<file path="src/rtl/pwe_pkg.sv">
// Shared types, codes, constants and elaboration-time table functions for the waveform evaluator.
package pwe_pkg;

  localparam int WORD_W               = 32;
  localparam int WORK_BITS            = 30;
  localparam int CORDIC_W             = 34;
  localparam int RED_W                = 65;
  localparam int CFG_INDEX_W          = 3;
  localparam int CORDIC_ITERATIONS_DEF = 16;
  localparam int FRAC_BITS_DEF        = 16;

  localparam logic [1:0] MODE_CONST  = 2'd0;
  localparam logic [1:0] MODE_SINE   = 2'd1;
  localparam logic [1:0] MODE_LINEAR = 2'd2;

  localparam logic [CFG_INDEX_W-1:0] REG_WAVE_MODE = 3'd0;
  localparam logic [CFG_INDEX_W-1:0] REG_COEF_A    = 3'd1;
  localparam logic [CFG_INDEX_W-1:0] REG_COEF_B    = 3'd2;
  localparam logic [CFG_INDEX_W-1:0] REG_COEF_C    = 3'd3;
  localparam logic [CFG_INDEX_W-1:0] REG_COEF_D    = 3'd4;

  // 2*pi and pi/4 scaled by 2^60 and 2^62
  localparam logic [63:0] TWO_PI_Q60     = 64'h6487ED5110B4611A;
  localparam logic [63:0] QUARTER_PI_Q62 = 64'h3243F6A8885A308D;

  typedef struct packed {
    logic [1:0]               wave_mode;
    logic signed [WORD_W-1:0] coef_a;
    logic signed [WORD_W-1:0] coef_b;
    logic signed [WORD_W-1:0] coef_c;
    logic signed [WORD_W-1:0] coef_d;
  } cfg_t;

  typedef struct packed {
    logic                     valid;
    logic signed [WORD_W-1:0] time_value;
  } tag_t;

  function automatic logic [63:0] const_q(input logic [63:0] c, input int s);
    return (c + (64'd1 << (s - 1))) >> s;
  endfunction

  // restoring long division, elaboration only
  function automatic logic [63:0] udiv64(input logic [63:0] n, input logic [63:0] d);
    logic [64:0] r;
    logic [63:0] q;
    r = '0;
    q = '0;
    for (int i = 63; i >= 0; i--) begin
      r = {r[63:0], n[i]};
      if (r >= {1'b0, d}) begin
        r    = r - {1'b0, d};
        q[i] = 1'b1;
      end
    end
    return q;
  endfunction

  function automatic logic [63:0] isqrt64(input logic [63:0] x);
    logic [63:0] res;
    logic [63:0] bt;
    logic [63:0] v;
    v   = x;
    res = '0;
    bt  = 64'd1 << 62;
    for (int j = 0; j < 32; j++) begin
      if (bt > v) bt = bt >> 2;
    end
    for (int j = 0; j < 32; j++) begin
      if (bt != 0) begin
        if (v >= res + bt) begin
          v   = v - (res + bt);
          res = (res >> 1) + bt;
        end else begin
          res = res >> 1;
        end
        bt = bt >> 2;
      end
    end
    return res;
  endfunction

  function automatic logic [63:0] cordic_gain(input int iters);
    logic [63:0] k2;
    k2 = 64'd1 << 60;
    for (int i = 0; i < 32; i++) begin
      if (i < iters) k2 = k2 - udiv64(k2, (64'd1 << (2 * i)) + 64'd1);
    end
    return isqrt64(k2);
  endfunction

  // arctan(2^-i) in Q30 from a Q62 series sum
  function automatic logic signed [63:0] atan_q30(input int i);
    logic signed [63:0] acc;
    logic [63:0]        term;
    acc = '0;
    if (i == 0) return $signed(const_q(QUARTER_PI_Q62, 32));
    for (int n = 1; n <= 61; n += 2) begin
      if (n * i <= 62) begin
        term = udiv64(64'd1 << (62 - n * i), 64'(n));
        if ((((n - 1) >> 1) & 1) != 0) acc = acc - $signed(term);
        else acc = acc + $signed(term);
      end
    end
    return (acc + (64'sd1 <<< 31)) >>> 32;
  endfunction

  // smallest s with tp << s >= 2^63
  function automatic int red_shift(input logic [63:0] tp);
    int s;
    s = 0;
    for (int j = 0; j < 64; j++) begin
      if ((65'(tp) << s) < (65'd1 << 63)) s = s + 1;
    end
    return s;
  endfunction

endpackage

</file>
<file path="src/rtl/pwe_cordic.sv">
// Unrolled rotation-mode CORDIC, one iteration per register stage, sine out in Q30.
module pwe_cordic #(
  parameter int CORDIC_ITERATIONS = pwe_pkg::CORDIC_ITERATIONS_DEF
) (
  input  logic                                clk,
  input  logic                                rst,
  input  logic                                advance,
  input  pwe_pkg::tag_t                       tag_in,
  input  logic signed [pwe_pkg::CORDIC_W-1:0] z_in,
  output pwe_pkg::tag_t                       tag_out,
  output logic signed [pwe_pkg::CORDIC_W-1:0] y_out
);

  localparam int CW = pwe_pkg::CORDIC_W;
  localparam int N  = CORDIC_ITERATIONS;
  localparam logic signed [CW-1:0] GAIN = CW'(pwe_pkg::cordic_gain(N));

  pwe_pkg::tag_t        tag [1:N];
  logic signed [CW-1:0] x   [1:N];
  logic signed [CW-1:0] y   [1:N];
  logic signed [CW-1:0] z   [1:N];

  for (genvar g = 0; g < N; g++) begin : g_iter
    localparam logic signed [CW-1:0] AT = CW'(pwe_pkg::atan_q30(g));
    pwe_pkg::tag_t        tag_cur;
    logic signed [CW-1:0] x_cur;
    logic signed [CW-1:0] y_cur;
    logic signed [CW-1:0] z_cur;

    if (g == 0) begin : g_head
      assign tag_cur = tag_in;
      assign x_cur   = GAIN;
      assign y_cur   = '0;
      assign z_cur   = z_in;
    end else begin : g_body
      assign tag_cur = tag[g];
      assign x_cur   = x[g];
      assign y_cur   = y[g];
      assign z_cur   = z[g];
    end

    always_ff @(posedge clk) begin
      if (rst) begin
        tag[g+1].valid <= 1'b0;
      end else if (advance) begin
        tag[g+1] <= tag_cur;
        if (z_cur >= 0) begin
          x[g+1] <= x_cur - (y_cur >>> g);
          y[g+1] <= y_cur + (x_cur >>> g);
          z[g+1] <= z_cur - AT;
        end else begin
          x[g+1] <= x_cur + (y_cur >>> g);
          y[g+1] <= y_cur - (x_cur >>> g);
          z[g+1] <= z_cur + AT;
        end
      end
    end
  end

  assign tag_out = tag[N];
  assign y_out   = y[N];

endmodule

</file>
<file path="config.mk">
export PLATFORM = sky130hd
export DESIGN_NAME = pwe_cordic
export DESIGN_NICKNAME = d
export VERILOG_FILES = /design/src/rtl/pwe_pkg.sv /design/src/rtl/pwe_cordic.sv
export SDC_FILE = /design/constraint.sdc
export NUM_CORES = 2
export LEC_CHECK = 0
export BUFFER_PORTS_ARGS = -buffer_cell sky130_fd_sc_hd__buf_2
export CAP_MARGIN = 20
export CELL_PAD_IN_SITES_DETAIL_PLACEMENT = 0
export CELL_PAD_IN_SITES_GLOBAL_PLACEMENT = 1
export CORE_AREA = 5 5 648 458
export CTS_CLUSTER_DIAMETER = 30
export DETAILED_ROUTE_END_ITERATION = 10
export DIE_AREA = 0 0 653 463
export PLACE_DENSITY = 0.82
export SLEW_MARGIN = 30
export SYNTH_ARGS = -nofsm -noshare
export SYNTH_HDL_FRONTEND = slang
export SYNTH_SLANG_ARGS = --single-unit
</file>
<file path="constraint.sdc">
create_clock -name clk -period 193.9 [get_ports clk]
set_input_delay 19.39 -clock clk [delete_from_list [all_inputs] [get_ports clk]]
set_output_delay 19.39 -clock clk [all_outputs]
set_load 0.03 [all_outputs]
</file>
After elaboration in Yosys (flattened, before gate mapping)
Memory sizes are Yosys's and may differ from the RTL's.
Cells that the tools add are included.

storage, ports and cells
  bits in writable memories = 2160
  input port bits = 70
  output and inout port bits = 67
  memories = 4
  register bits = 0

cells by class
  mux-type cells = 197
  order comparisons = 16
  bitwise gates (word level) = 64
  $add $sub $neg = 92

memory list
  memory  depth  width  rd ports  clocked after Yosys merged registers in  wr ports  line              source
  x       16     34     15        0                                        16        pwe_cordic.sv:19  logic signed [CW-1:0] x [1:N];
  y       16     34     16        0                                        16        pwe_cordic.sv:20  logic signed [CW-1:0] y [1:N];
  z       16     34     15        0                                        16        pwe_cordic.sv:21  logic signed [CW-1:0] z [1:N];
  tag     16     33     16        0                                        16        pwe_cordic.sv:18  pwe_pkg::tag_t tag [1:N];

operators with widths
  operator                  count
  $mux W34                  48
  $ge A34 B1 Y1 const B     16
  $mux W1                   149
  $add A34 B19 Y34          2
  $add A34 B20 Y34          2
  $add A34 B21 Y34          2
  $add A34 B22 Y34          2
  $add A34 B22 Y34 const B  2
  $add A34 B23 Y34          2
  $add A34 B24 Y34          2
  $add A34 B25 Y34          2
  $add A34 B26 Y34          2
  $add A34 B27 Y34          2
  $add A34 B28 Y34          2
  $add A34 B29 Y34          2
  $add A34 B30 Y34          2
  $add A34 B31 Y34          2
  $add A34 B32 Y34          2
  $add A34 B33 Y34          2
  $sub A34 B19 Y34          2
  $sub A34 B20 Y34          2
  $sub A34 B21 Y34          2
  $sub A34 B22 Y34          2
  $sub A34 B22 Y34 const B  2
  other kinds (40)          114

Longest topological paths before layout
An unclocked memory read counts as a cell.

  word-level depth = 7
  mapped depth = 23
  depth with buffers taken out = 23

Least setup slack after synthesis
OpenSTA, ideal clock, no wires.

  kind = input -> register
  start = input port rst
  end = register z[0][66] (netlist name)
  stages on the path = 19
  data required time = 193.639 ns
  path slack = 99.986 ns
  buffers on the path = 3
  arrival = 93.653 ns
  path through = nand2b_1 > clkbuf_1 > inv_2 > clkbuf_1 > clkbuf_1 > nand2_1 > inv_1 > ha_1 > o21a_1 > o31a_1 > o31a_1 > o21ba_2 > a31oi_1 > nand2b_1 > a31oi_1 > or4_1 > a31o_2 > a31oi_1 > xnor2_1

RTL lines
  what                line             source
  start: declaration  pwe_cordic.sv:6  input logic rst,

==> flow_summary.toml <==
[run_status]
result_of_the_run = "complete, no violations"

[sta]
timing.final.hold_violations = 0
maxSlewHeadroom_pct = 29.3
holdWs_ps = 396
grt_setup_unrepaired = "no"
worst-slew-pin-transition_ps = 1060
timing.final.crit_share_pct = 13.3
report.final.slew_viol_count = 0
clock_skew_ps = 84.0
fmax_ghz = 0.0389
finalWorstPathRequiredPeriod_ps = 25710
timing.final.setup_violations = 0
fin_setup_tns_ps = 0

[route]
route.detailed.wl_per_inst_um = 18.9
initialDrtViolationCount = 9734
post_drt_via_cell_ratio = 5.64
drcViolationCount = 0
detailedRoute.firstPassIterationCount = 6
routed_wl_um = 321000
drtAntennaViolNets = 0
routed_vias = 95861

[synthesis]
synthCells = 12427
synth-edff-count = 1871
synth_seq_area_share_pct = 43.3
synth_cell_types = 108
synth-seq-cells = 1871
postSynth.asyncResetShare_pct = 0
yosys_warnings = 0
synth_nets = 13847
mappedNetlistArea_mm2 = 0.130
ys.flop_type = "edfxtp_1"
synthesis.area_per_instance_um2 = 10.4

[placed_design]
final_wtd_congestion = 0.933
portBuffers = 136
dpl.hpwl_um = 245000

[global_routing]
globalRouteOverflowTotal = 0
grt_pass1_wl_um = 506000
pin_count_of_the_biggest_net_entering_global_routing = 185
number_of_global_route_vias_before_repair = 87614
antenna_violations_before_repair = 2
gr-usage-all-layers_pct = 20.6

[layout]
synthToLayoutAreaGrowth_pct = 13.7
layout.filler_cells = 25977
layout.cells.most_common_list = "edfxtp_1, ha_1, xnor2_1"
layout.cells.most_common = "edfxtp_1"
design.final.nets = 14257
layout-drive-gt1-share_pct = 7.41

[setup_path]
critPathLaunchType = "primary input"
worstSetupEndpointType = "flop"
required_ps = 194480
cp.arrival_ps = 26300
worstSetupPathType = "in2reg"
critPathMaxFanout = 77
crit_path_launch = "rst"
rr_startpoint = "z[0][237]"

[cts]
tritoncts.num_buffers = 357
cts_tree = "yes"
cts.sinks = 1871
post_cts.repair.setup_buffers = 0
clock_tree.root_cell = "clkbuf_16"
cts_max_level = 5
cts_hold_fix_bufs = 0
clk_pin_slew_ps = 50
cts_buffer_depth = 4
cts_resized = 0
clock_insertion_delay_worst_skew_ps = 900

[power_and_ir_drop]
power_mw = 2.80
power.static_leakage_nw = 58.1
worst_ir_drop_vdd_mv = 0.00919
power-per-cell-area_mw_per_mm2 = 19.0

[hold_path]
hold_path_class = "reg2reg"
worstHoldStart = "tag[0][517]"

[floorplan]
core_area_mm2 = 0.290
placementRows = 166
die_w_um = 653
die_y_um = 463
io_pins = 137
die_area_mm2 = 0.302
floorplan.initialDensity_pct = 44.7

[job]
drv.max_cap_violation_count = 0
## stage by stage
| stage | cells | setup WS (ps) | util, % | cell area, um^2 |
|---|---|---|---|---|
| global placement | 16337 | 167350 | 46.6 | 135000 |
| CTS | 16988 | 168230 | 50.8 | 147000 |
| global route | 16994 | 167620 | 50.8 | 147000 |
| floorplan | 12427 | 99990 | - | 130000 |
| detailed placement | 16338 | 167350 | 46.6 | 135000 |
| finish | 16994 | 168190 | 50.8 | 147000 |
## worst max-delay path: stages
cell and delay, ps:
buf_2 100, nand2b_2 160, buf_4 160, inv_8 290, buf_4 520, buf_12 300, nand2_1 90, buf_4 290
inv_2 420, buf_4 490, a21oi_1 100, xnor2_1 150, ha_1 210, nor3_1 300, inv_1 100, a211oi_1 230
o21ai_1 230, a31oi_1 720, o221ai_1 330, a31oi_1 280, nor2_1 70, a2111oi_0 740, a22oi_1 190, xnor2_1 170
## flip-flops by register name, summed over array words and instances, names as in the netlist
signal,count
tag,528
x,435
y,511
z,397
## worst paths after layout
kind | slack (ps) | end | cells past startpoint
worst max-delay path | 168190 | y[0][203] | 24
worst min-delay path | 400 | tag[0][550] | 0
worst max register to register | 187630 | y[0][271] | 18
worst min register to register | 400 | tag[0][550] | 0
## cells in the mapped netlist (137+ instances only)
cell	n	share of area (%)
a21o_1	469	2.7
a21oi_1	1171	4.5
edfxtp_1	1871	43
ha_1	1308	13
inv_1	518	1.5
nand2_1	676	2.0
nand2b_1	203	0.98
nand3_1	196	0.76
nor2_1	1035	3.0
nor2b_1	157	0.76
nor3_1	343	1.3
o21a_1	242	1.4
o21ai_0	622	2.4
o21bai_1	137	0.79
xnor2_1	1196	8.1
xor2_1	512	3.5
## per-layer routing
layer / vias up / global-route usage [%] / share of wire, %
li1: 47380 / - / -
met3: 395 / 4.19 / 8.4
met2: 3114 / 26.7 / 37
met1: 44970 / 34.3 / 53
met4: 2 / 3.88 / 1.7
met5: - / 0 / 0.0041
## final cells by class
class / count / area [um^2] / share of cell area [%]
clock buffer: 389 / 9200 / 6.24
multi-input combinational: 9871 / 70900 / 48.1
timing repair buffer: 210 / 1380 / 0.933
inverter: 526 / 1980 / 1.34
clock inverter: 261 / 2940 / 1.99
antenna: 2 / 5.00 / 0.00339
tap: 3864 / 4830 / 3.28
sequential: 1871 / 56200 / 38.1
## power by group
group          switching (mW)  leakage (nW)  internal [mW]  total, mW
combinational           0.808          34.7          0.601       1.41
clock                   0.221          5.85          0.398      0.619
sequential              0.127          17.6          0.649      0.776
## logic make-up (layout without fill, tap and decap cells)
logic type / count (synthesis) / count (layout) / synth area share (%)
DFF: 1871 / 1871 / 43.3
adders and majority gates: 1350 / 1350 / 13.3
muxes: 74 / 74 / 0.593
AOI/OAI and AO/OA: 3555 / 3555 / 17.5
buffers and inverters: 685 / 1386 / 2.01
xor gates and xnor gates: 1709 / 1709 / 11.6
other: 0 / 2 / 0
and+or+nand+nor: 3183 / 3183 / 11.7
Note: power is estimated with default switching activity, not from simulation.
