==> src/rtl/pwe_pkg.sv <==
// Shared types, codes, constants and elaboration-time table functions for the waveform evaluator.
package pwe_pkg;

  localparam int WORD_W               = 32;
  localparam int WORK_BITS            = 30;
  localparam int CORDIC_W             = 34;
  localparam int RED_W                = 65;
  localparam int CFG_INDEX_W          = 3;
  localparam int CORDIC_ITERATIONS_DEF = 16;
  localparam int FRAC_BITS_DEF        = 16;

  localparam logic [1:0] MODE_CONST  = 2'd0;
  localparam logic [1:0] MODE_SINE   = 2'd1;
  localparam logic [1:0] MODE_LINEAR = 2'd2;

  localparam logic [CFG_INDEX_W-1:0] REG_WAVE_MODE = 3'd0;
  localparam logic [CFG_INDEX_W-1:0] REG_COEF_A    = 3'd1;
  localparam logic [CFG_INDEX_W-1:0] REG_COEF_B    = 3'd2;
  localparam logic [CFG_INDEX_W-1:0] REG_COEF_C    = 3'd3;
  localparam logic [CFG_INDEX_W-1:0] REG_COEF_D    = 3'd4;

  // 2*pi and pi/4 scaled by 2^60 and 2^62
  localparam logic [63:0] TWO_PI_Q60     = 64'h6487ED5110B4611A;
  localparam logic [63:0] QUARTER_PI_Q62 = 64'h3243F6A8885A308D;

  typedef struct packed {
    logic [1:0]               wave_mode;
    logic signed [WORD_W-1:0] coef_a;
    logic signed [WORD_W-1:0] coef_b;
    logic signed [WORD_W-1:0] coef_c;
    logic signed [WORD_W-1:0] coef_d;
  } cfg_t;

  typedef struct packed {
    logic                     valid;
    logic signed [WORD_W-1:0] time_value;
  } tag_t;

  function automatic logic [63:0] const_q(input logic [63:0] c, input int s);
    return (c + (64'd1 << (s - 1))) >> s;
  endfunction

  // restoring long division, elaboration only
  function automatic logic [63:0] udiv64(input logic [63:0] n, input logic [63:0] d);
    logic [64:0] r;
    logic [63:0] q;
    r = '0;
    q = '0;
    for (int i = 63; i >= 0; i--) begin
      r = {r[63:0], n[i]};
      if (r >= {1'b0, d}) begin
        r    = r - {1'b0, d};
        q[i] = 1'b1;
      end
    end
    return q;
  endfunction

  function automatic logic [63:0] isqrt64(input logic [63:0] x);
    logic [63:0] res;
    logic [63:0] bt;
    logic [63:0] v;
    v   = x;
    res = '0;
    bt  = 64'd1 << 62;
    for (int j = 0; j < 32; j++) begin
      if (bt > v) bt = bt >> 2;
    end
    for (int j = 0; j < 32; j++) begin
      if (bt != 0) begin
        if (v >= res + bt) begin
          v   = v - (res + bt);
          res = (res >> 1) + bt;
        end else begin
          res = res >> 1;
        end
        bt = bt >> 2;
      end
    end
    return res;
  endfunction

  function automatic logic [63:0] cordic_gain(input int iters);
    logic [63:0] k2;
    k2 = 64'd1 << 60;
    for (int i = 0; i < 32; i++) begin
      if (i < iters) k2 = k2 - udiv64(k2, (64'd1 << (2 * i)) + 64'd1);
    end
    return isqrt64(k2);
  endfunction

  // arctan(2^-i) in Q30 from a Q62 series sum
  function automatic logic signed [63:0] atan_q30(input int i);
    logic signed [63:0] acc;
    logic [63:0]        term;
    acc = '0;
    if (i == 0) return $signed(const_q(QUARTER_PI_Q62, 32));
    for (int n = 1; n <= 61; n += 2) begin
      if (n * i <= 62) begin
        term = udiv64(64'd1 << (62 - n * i), 64'(n));
        if ((((n - 1) >> 1) & 1) != 0) acc = acc - $signed(term);
        else acc = acc + $signed(term);
      end
    end
    return (acc + (64'sd1 <<< 31)) >>> 32;
  endfunction

  // smallest s with tp << s >= 2^63
  function automatic int red_shift(input logic [63:0] tp);
    int s;
    s = 0;
    for (int j = 0; j < 64; j++) begin
      if ((65'(tp) << s) < (65'd1 << 63)) s = s + 1;
    end
    return s;
  endfunction

endpackage

==> src/rtl/pwe_post.sv <==
// Output pipeline: shared multiply, rounding, offset add, saturation and mode select.
module pwe_post #(
  parameter int FRAC_BITS = pwe_pkg::FRAC_BITS_DEF
) (
  input  logic                                clk,
  input  logic                                rst,
  input  logic                                advance,
  input  pwe_pkg::cfg_t                       cfg,
  input  pwe_pkg::tag_t                       tag_in,
  input  logic signed [pwe_pkg::CORDIC_W-1:0] y_in,
  output logic                                out_valid,
  output logic signed [pwe_pkg::WORD_W-1:0]   out_value,
  output logic                                out_sat
);

  localparam int W     = pwe_pkg::WORD_W;
  localparam int CW    = pwe_pkg::CORDIC_W;
  localparam int PW    = W + CW;
  localparam int RND_W = 2 * W - FRAC_BITS;
  localparam int SUM_W = RND_W + 1;
  localparam logic signed [PW-1:0] HALF_F = PW'(1) <<< (FRAC_BITS - 1);
  localparam logic signed [PW-1:0] HALF_W = PW'(1) <<< (pwe_pkg::WORK_BITS - 1);

  logic                     linear;
  logic signed [CW-1:0]     op;
  logic                     m1_valid;
  logic signed [PW-1:0]     m1_prod;
  logic                     m2_valid;
  logic signed [RND_W-1:0]  m2_rnd;
  logic signed [RND_W-1:0]  rnd_next;
  logic signed [W-1:0]      addend;
  logic signed [SUM_W-1:0]  sum;
  logic [SUM_W-W:0]         hi;
  logic signed [W-1:0]      value_next;
  logic                     sat_next;

  assign linear = (cfg.wave_mode == pwe_pkg::MODE_LINEAR);
  assign op     = linear ? CW'(tag_in.time_value) : y_in;

  assign rnd_next = linear ? RND_W'((m1_prod + HALF_F) >>> FRAC_BITS)
                           : RND_W'((m1_prod + HALF_W) >>> pwe_pkg::WORK_BITS);

  assign addend = linear ? cfg.coef_b : cfg.coef_d;
  assign sum    = SUM_W'(m2_rnd) + SUM_W'(addend);
  assign hi     = sum[SUM_W-1:W-1];

  always_comb begin
    value_next = '0;
    sat_next   = 1'b0;
    case (cfg.wave_mode)
      pwe_pkg::MODE_CONST: begin
        value_next = cfg.coef_a;
      end
      pwe_pkg::MODE_SINE, pwe_pkg::MODE_LINEAR: begin
        if (!sum[SUM_W-1] && (|hi)) begin
          value_next = {1'b0, {(W-1){1'b1}}};
          sat_next   = 1'b1;
        end else if (sum[SUM_W-1] && !(&hi)) begin
          value_next = {1'b1, {(W-1){1'b0}}};
          sat_next   = 1'b1;
        end else begin
          value_next = sum[W-1:0];
        end
      end
      default: begin
        value_next = '0;
        sat_next   = 1'b0;
      end
    endcase
  end

  always_ff @(posedge clk) begin
    if (rst) begin
      m1_valid  <= 1'b0;
      m2_valid  <= 1'b0;
      out_valid <= 1'b0;
    end else if (advance) begin
      m1_valid  <= tag_in.valid;
      m1_prod   <= $signed(cfg.coef_a) * op;
      m2_valid  <= m1_valid;
      m2_rnd    <= rnd_next;
      out_valid <= m2_valid;
      out_value <= value_next;
      out_sat   <= sat_next;
    end
  end

endmodule

==> config.mk <==
export PLATFORM = sky130hd
export DESIGN_NAME = pwe_post
export DESIGN_NICKNAME = d
export VERILOG_FILES = /design/src/rtl/pwe_pkg.sv /design/src/rtl/pwe_post.sv
export SDC_FILE = /design/constraint.sdc
export NUM_CORES = 2
export LEC_CHECK = 0
export BUFFER_PORTS_ARGS = -buffer_cell sky130_fd_sc_hd__buf_2
export CAP_MARGIN = 20
export CORE_UTILIZATION = 60
export DETAILED_ROUTE_END_ITERATION = 10
export PLACE_DENSITY = 0.78
export SLEW_MARGIN = 20
export SYNTH_ARGS = -nofsm -noshare
export SYNTH_HDL_FRONTEND = slang
export SYNTH_SLANG_ARGS = --single-unit
export TNS_END_PERCENT = 30
==> constraint.sdc <==
create_clock -name clk -period 12.1 [get_ports clk]
set_input_delay 1.21 -clock clk [delete_from_list [all_inputs] [get_ports clk]]
set_output_delay 1.21 -clock clk [all_outputs]
set_load 0.01 [all_outputs]
Word level (Yosys, flattened, before mapping)
Index checks and enable logic that the tools add are counted.
- magnitude comparators: 0
- eq/ne operators: 2
- bitwise gates (word level): 1
- reduce and logical (&&, ||, !) cells: 9
- add/subtract/negate cells: 3
- multiplexer cells: 8
- multipliers: 1
- shifts and indexed selects: 0
- div/mod/pow operators: 0
- operator list (kind ; count):
    2-to-1 mux 32 bit ; 3
    adder 66 x 31 -> 66 bit (second input constant) ; 1
    multiplier 32 x 34 -> 66 bit ; 1
    adder 64 x 17 -> 64 bit (second input constant) ; 1
    one-hot mux 32 bit (2 select lines) ; 1
    adder 48 x 32 -> 49 bit ; 1
    2-to-1 mux 48 bit ; 1
    2-to-1 mux 34 bit ; 1
    AND reduction 18 bit ; 1
    OR reduction 18 bit ; 1
    equality test 2 x 1 -> 1 bit (second input constant) ; 1
    equality test 2 bit (second input constant) ; 1
    logical AND 1 bit ; 2
    zero test 1 bit ; 2
    zero test 2 bit ; 1
    2-to-1 mux 1 bit ; 2
    AND reduction 2 bit ; 1
    OR reduction 2 bit ; 1
    NOT 1 bit ; 1
- bits in writable memories: 0
- output and inout bits: 34
- bits in latches: 0
- word-level logic and storage cells: 31
- register bits: 150
- bits in read-only memories: 0
- memories kept: 0

Longest topological paths before layout
- depth in word-level cells: 9
- depth in mapped cells: 36
- mapped depth without buffers: 33

Worst setup path before layout
OpenSTA, ideal clock, no wires.
- path type: input -> register
- from: input cfg[128] (netlist bit)
- to: register m1_prod[64], data pin
- library setup time: 262 ps
- stages on the path: 31
- arrival: 9816 ps
- path slack: 2022 ps
- data required time: 11838 ps
- cells stage by stage: inv_1 -> ha_1 -> buf_2 -> buf_1 -> o21ai_0 -> clkbuf_1 -> nand2_1 -> inv_1 -> fa_1 -> inv_1 -> fa_1 -> inv_1 -> fa_1 -> fa_1 -> inv_1 -> fa_1 -> inv_1 -> fa_1 -> fa_1 -> fa_1 -> ha_1 -> a21o_1 -> a21o_1 -> a21o_1 -> or3_1 -> a211oi_1 -> nor4_1 -> o31a_1 -> o41ai_1 -> o21bai_1 -> xor2_1
- cells in the longest elaborated chain, start to end: 3
- RTL lines (element ; line ; RTL):
    from (decl) ; pwe_post.sv:8 ; input pwe_pkg::cfg_t cfg,
    equality test 2 bit ; pwe_post.sv:37 ; assign linear = (cfg.wave_mode == pwe_pkg::MODE_LINEAR);
    2-to-1 mux 34 bit ; pwe_post.sv:38 ; assign op = linear ? CW'(tag_in.time_value) : y_in;
    multiplier 32 x 34 -> 66 bit ; pwe_post.sv:79 ; m1_prod <= $signed(cfg.coef_a) * op;
    to (signal assigned) ; pwe_post.sv:79 ;
    to (decl) ; pwe_post.sv:27 ; logic signed [PW-1:0] m1_prod;
No other way between the ends.
A chain may end at the register's enable or synchronous reset.

Worst setup path after layout
Same ends and word-level chain as after synthesis.

==> summary.md <==
| Metric | Value |
|---|---|
| Max Freq | 91.8 MHz |
| CTS root buf | clkbuf_16 |
| CP Data Required Time | 12.27 ns |
| Met3 usage | 5.86% |
| Flop2flop setup slack | 7.00 ns |
| Top cells by area, synth | fa_1, edfxtp_1, inv_1 |
| Core footprint | 78000 sq um |
| # nets final | 6580 |
| RSZ-0062 raised after global routing | no |
| DR vias/cell | 5.85 |
| WP data arrival | 11.07 ns |
| FF-to-FF Start | m2_rnd[0] |
| ANT nets after route | 0 |
| # rows | 102 |
| DRT iter0 DRCs | 3285 |
| Final WL | 132000 um |
| Vias in the first global route | 38300 |
| Commonest non-fill, non-tap cells in the layout | fa_1, inv_1, nand2_1 |
| Max incr delay on CP | 0.98 ns |
| Die Area | 80400 sq um |
| Final Hold Fails | 0 |
| Fin. max-slew vios | 0 |
| Most used flip-flop cell after synthesis | edfxtp_1 |
| Average size of a mapped cell | 9.49 sq um |
| Grt peak-use layer | met2 |
| Total GRT Usage | 34.1% |
| Fin crit share | 90.0% |
| DRC | 0 |
| Crit-path leading delay family | adder cells |
| Via Count | 35400 |
| Grt ovf | 0 |
| I/O Buffers | 201 |
| Ys Warns | 0 |
| Startpoint of the worst hold path | m1_valid |
| GPL Wtd Cong | 0.971 |
| Worst slew pin tran | 1.24 ns |
| Crit Path Category | input port to register |
| Number of enable flip-flop cells after synthesis | 132 |
| Layout area overhead | 4.37% |
| Layout cell share with drive strength beyond 1 | 7.74% |
| Critical path buffer and inverter count | 4 |
| Resized cells post-CTS | 0 |
| Net count after synthesis | 6595 |
| Final worst path period need | 10.89 ns |
| Netlist cell types | 91 |
| Cell taking the most area after synthesis | fa_1 |
| DP HPWL | 100000 um |
| TritonCTS Sinks | 135 |
| Setup_tns | 0 ns |
| Clk Latency, worst-skew pair | 0.43 ns |
| CTS tree | done |
| Most common cell after layout, fill and taps aside | fa_1 |
| Num ports | 234 |
| CTS H-tree lvls | 4 |
| Clk buf depth | 2 |
| CP Max Fanout | 47 |
| Largest net degree at the start of global routing | 93 |
| Setup repair bufs after CTS | 0 |
| Vert. Die Dim | 284 um |
| Hold Crit Class | register to register |
| Worst Clk Skew | 0.0111 ns |
| Global-route wire length before repair | 210000 um |
| Die Width | 284 um |
| Register area share after synthesis | 8.46% |
| Mapped cell area | 47600 sq um |
| Hold Crit Endpoint | m2_valid |
| Synth Instances | 5016 |
| Outcome | complete, no violations |
| Ys async rst share | 0% |
| Total CTS buffers | 17 |
| Final Setup Violations | 0 |
| Routing usage on met2 | 56.9% |
| Hold-critical path depth | 2 |
| CP endpoint kind | register |
| Worst reg2reg path endpoint | out_value[18] |
| Max-cap violation count | 0 |
| Slew headroom | 17.6% |
| Drt wl/cell | 21.8 um |
| # hold bufs at CTS | 0 |
| R2r worst-path depth | 15 |
| Antenna violations before repair | 5 |
| Worst-path clk slew | 0.06 ns |
| Synth top area share | 48.0% |
| Met1 global-route usage | 43.5% |
| Starting density of the core | 61.0% |
| Seq cells post-synth | 135 |
| CP max stage cell | mux2_2 |
| CP Launch Type | input port |
| Crit path top cell by count | fa_1 |
| DRT Pass-1 Iters | 6 |
[layout make-up]
cell class	instances	area [sq um]
Tap cell	1040	1300
Timing Repair Buffer	240	1300
Fill cell	6242	28300
Multi-Input combinational cell	3561	38500
Antenna cell	3	7.51
Clock inverter	14	140
Clock buffer	17	425
Inverter	1046	3930
Sequential cell	135	4020
[worst register-to-register path: stages, from the launching register on]
cell and delay (ns):
edfxtp_1 0.33, ha_1 0.17, inv_1 0.06, fa_1 0.42
nor2b_1 0.16, o31a_1 0.22, a31o_1 0.21, o21a_1 0.19
o21ai_0 0.19, a311oi_1 0.70, o2111ai_1 0.22, nor4_1 0.27
nand4_1 0.14, o41ai_2 0.67, and3b_2 0.71, a221o_1 0.29
[synth_stat cells (all sizes together) (6+ instances only)]
master,n
a211oi,14
a21o,50
a21oi,109
a221o,34
a31o,6
a31oi,19
and2,536
and3,19
buf,50
clkbuf,224
edfxtp,132
fa,1142
ha,237
inv,1046
mux2,66
nand2,660
nand2b,11
nand3,51
nand4,30
nor2,129
nor2b,12
nor3,20
nor4,9
o211ai,12
o21a,10
o21ai,101
o21bai,12
or2,18
or3,9
xnor2,99
xor2,77
[layer usage]
layer / wire, um / part of all wire (%) / up-vias
met2: 63800 / 48 / 1961
met4: 6960 / 5.3 / 0
met5: 0 / 0 / -
met1: 48700 / 37 / 18000
met3: 12800 / 9.7 / 446
li1: - / - / 15000
[logic make-up after synthesis]
| family | after synthesis | synth area share (%) |
|---|---|---|
| and+or+nand+nor | 1526 | 16.0 |
| adders and majority gates | 1379 | 54.3 |
| DFF | 135 | 8.46 |
| muxes | 70 | 1.65 |
| buffers and inverters | 1320 | 10.6 |
| xor gates and xnor gates | 176 | 3.24 |
| AOI/OAI and AO/OA | 410 | 5.78 |
[state kept, by name, summed over array words and instances, names as in the netlist]
name and count:
m1_prod 51, m1_valid 1, m2_rnd 48, m2_valid 1, out_sat 1, out_valid 1
out_value 32
[through the flow]
stage | instances | setup WS, ns | area (sq um) | hold WS (ns) | utilization, %
final | 6056 | 1.21 | 49700 | 0.500 | 63.7
after CTS | 6053 | 1.22 | 49700 | 0.502 | 63.7
after detailed placement | 6022 | 0.851 | 49100 | 0.486 | 63.0
after global placement | 6022 | 0.967 | 49100 | 0.478 | 63.0
after global routing | 6053 | 0.729 | 49700 | 0.543 | 63.7
after floorplan | 5016 | 2.02 | 47600 | 0.460 | -
[how the worst max path moves through the flow]
| stage | slack [ns] | startpoint | depth (start not counted) | endpoint |
|---|---|---|---|---|
| global placement | 0.97 | cfg[128] | 30 | m1_prod[64] |
| finish | 1.21 | cfg[128] | 28 | m1_prod[64] |
| global route | 0.73 | cfg[128] | 30 | m1_prod[64] |
| floorplan | 2.02 | cfg[128] | 31 | m1_prod[64] |
| detailed placement | 0.85 | cfg[128] | 30 | m1_prod[64] |
| CTS | 1.22 | cfg[128] | 30 | m1_prod[64] |
Power is left out: the tool's default activity adds up to more than one toggle a clock period on the data nets, which glitch-free logic cannot reach.
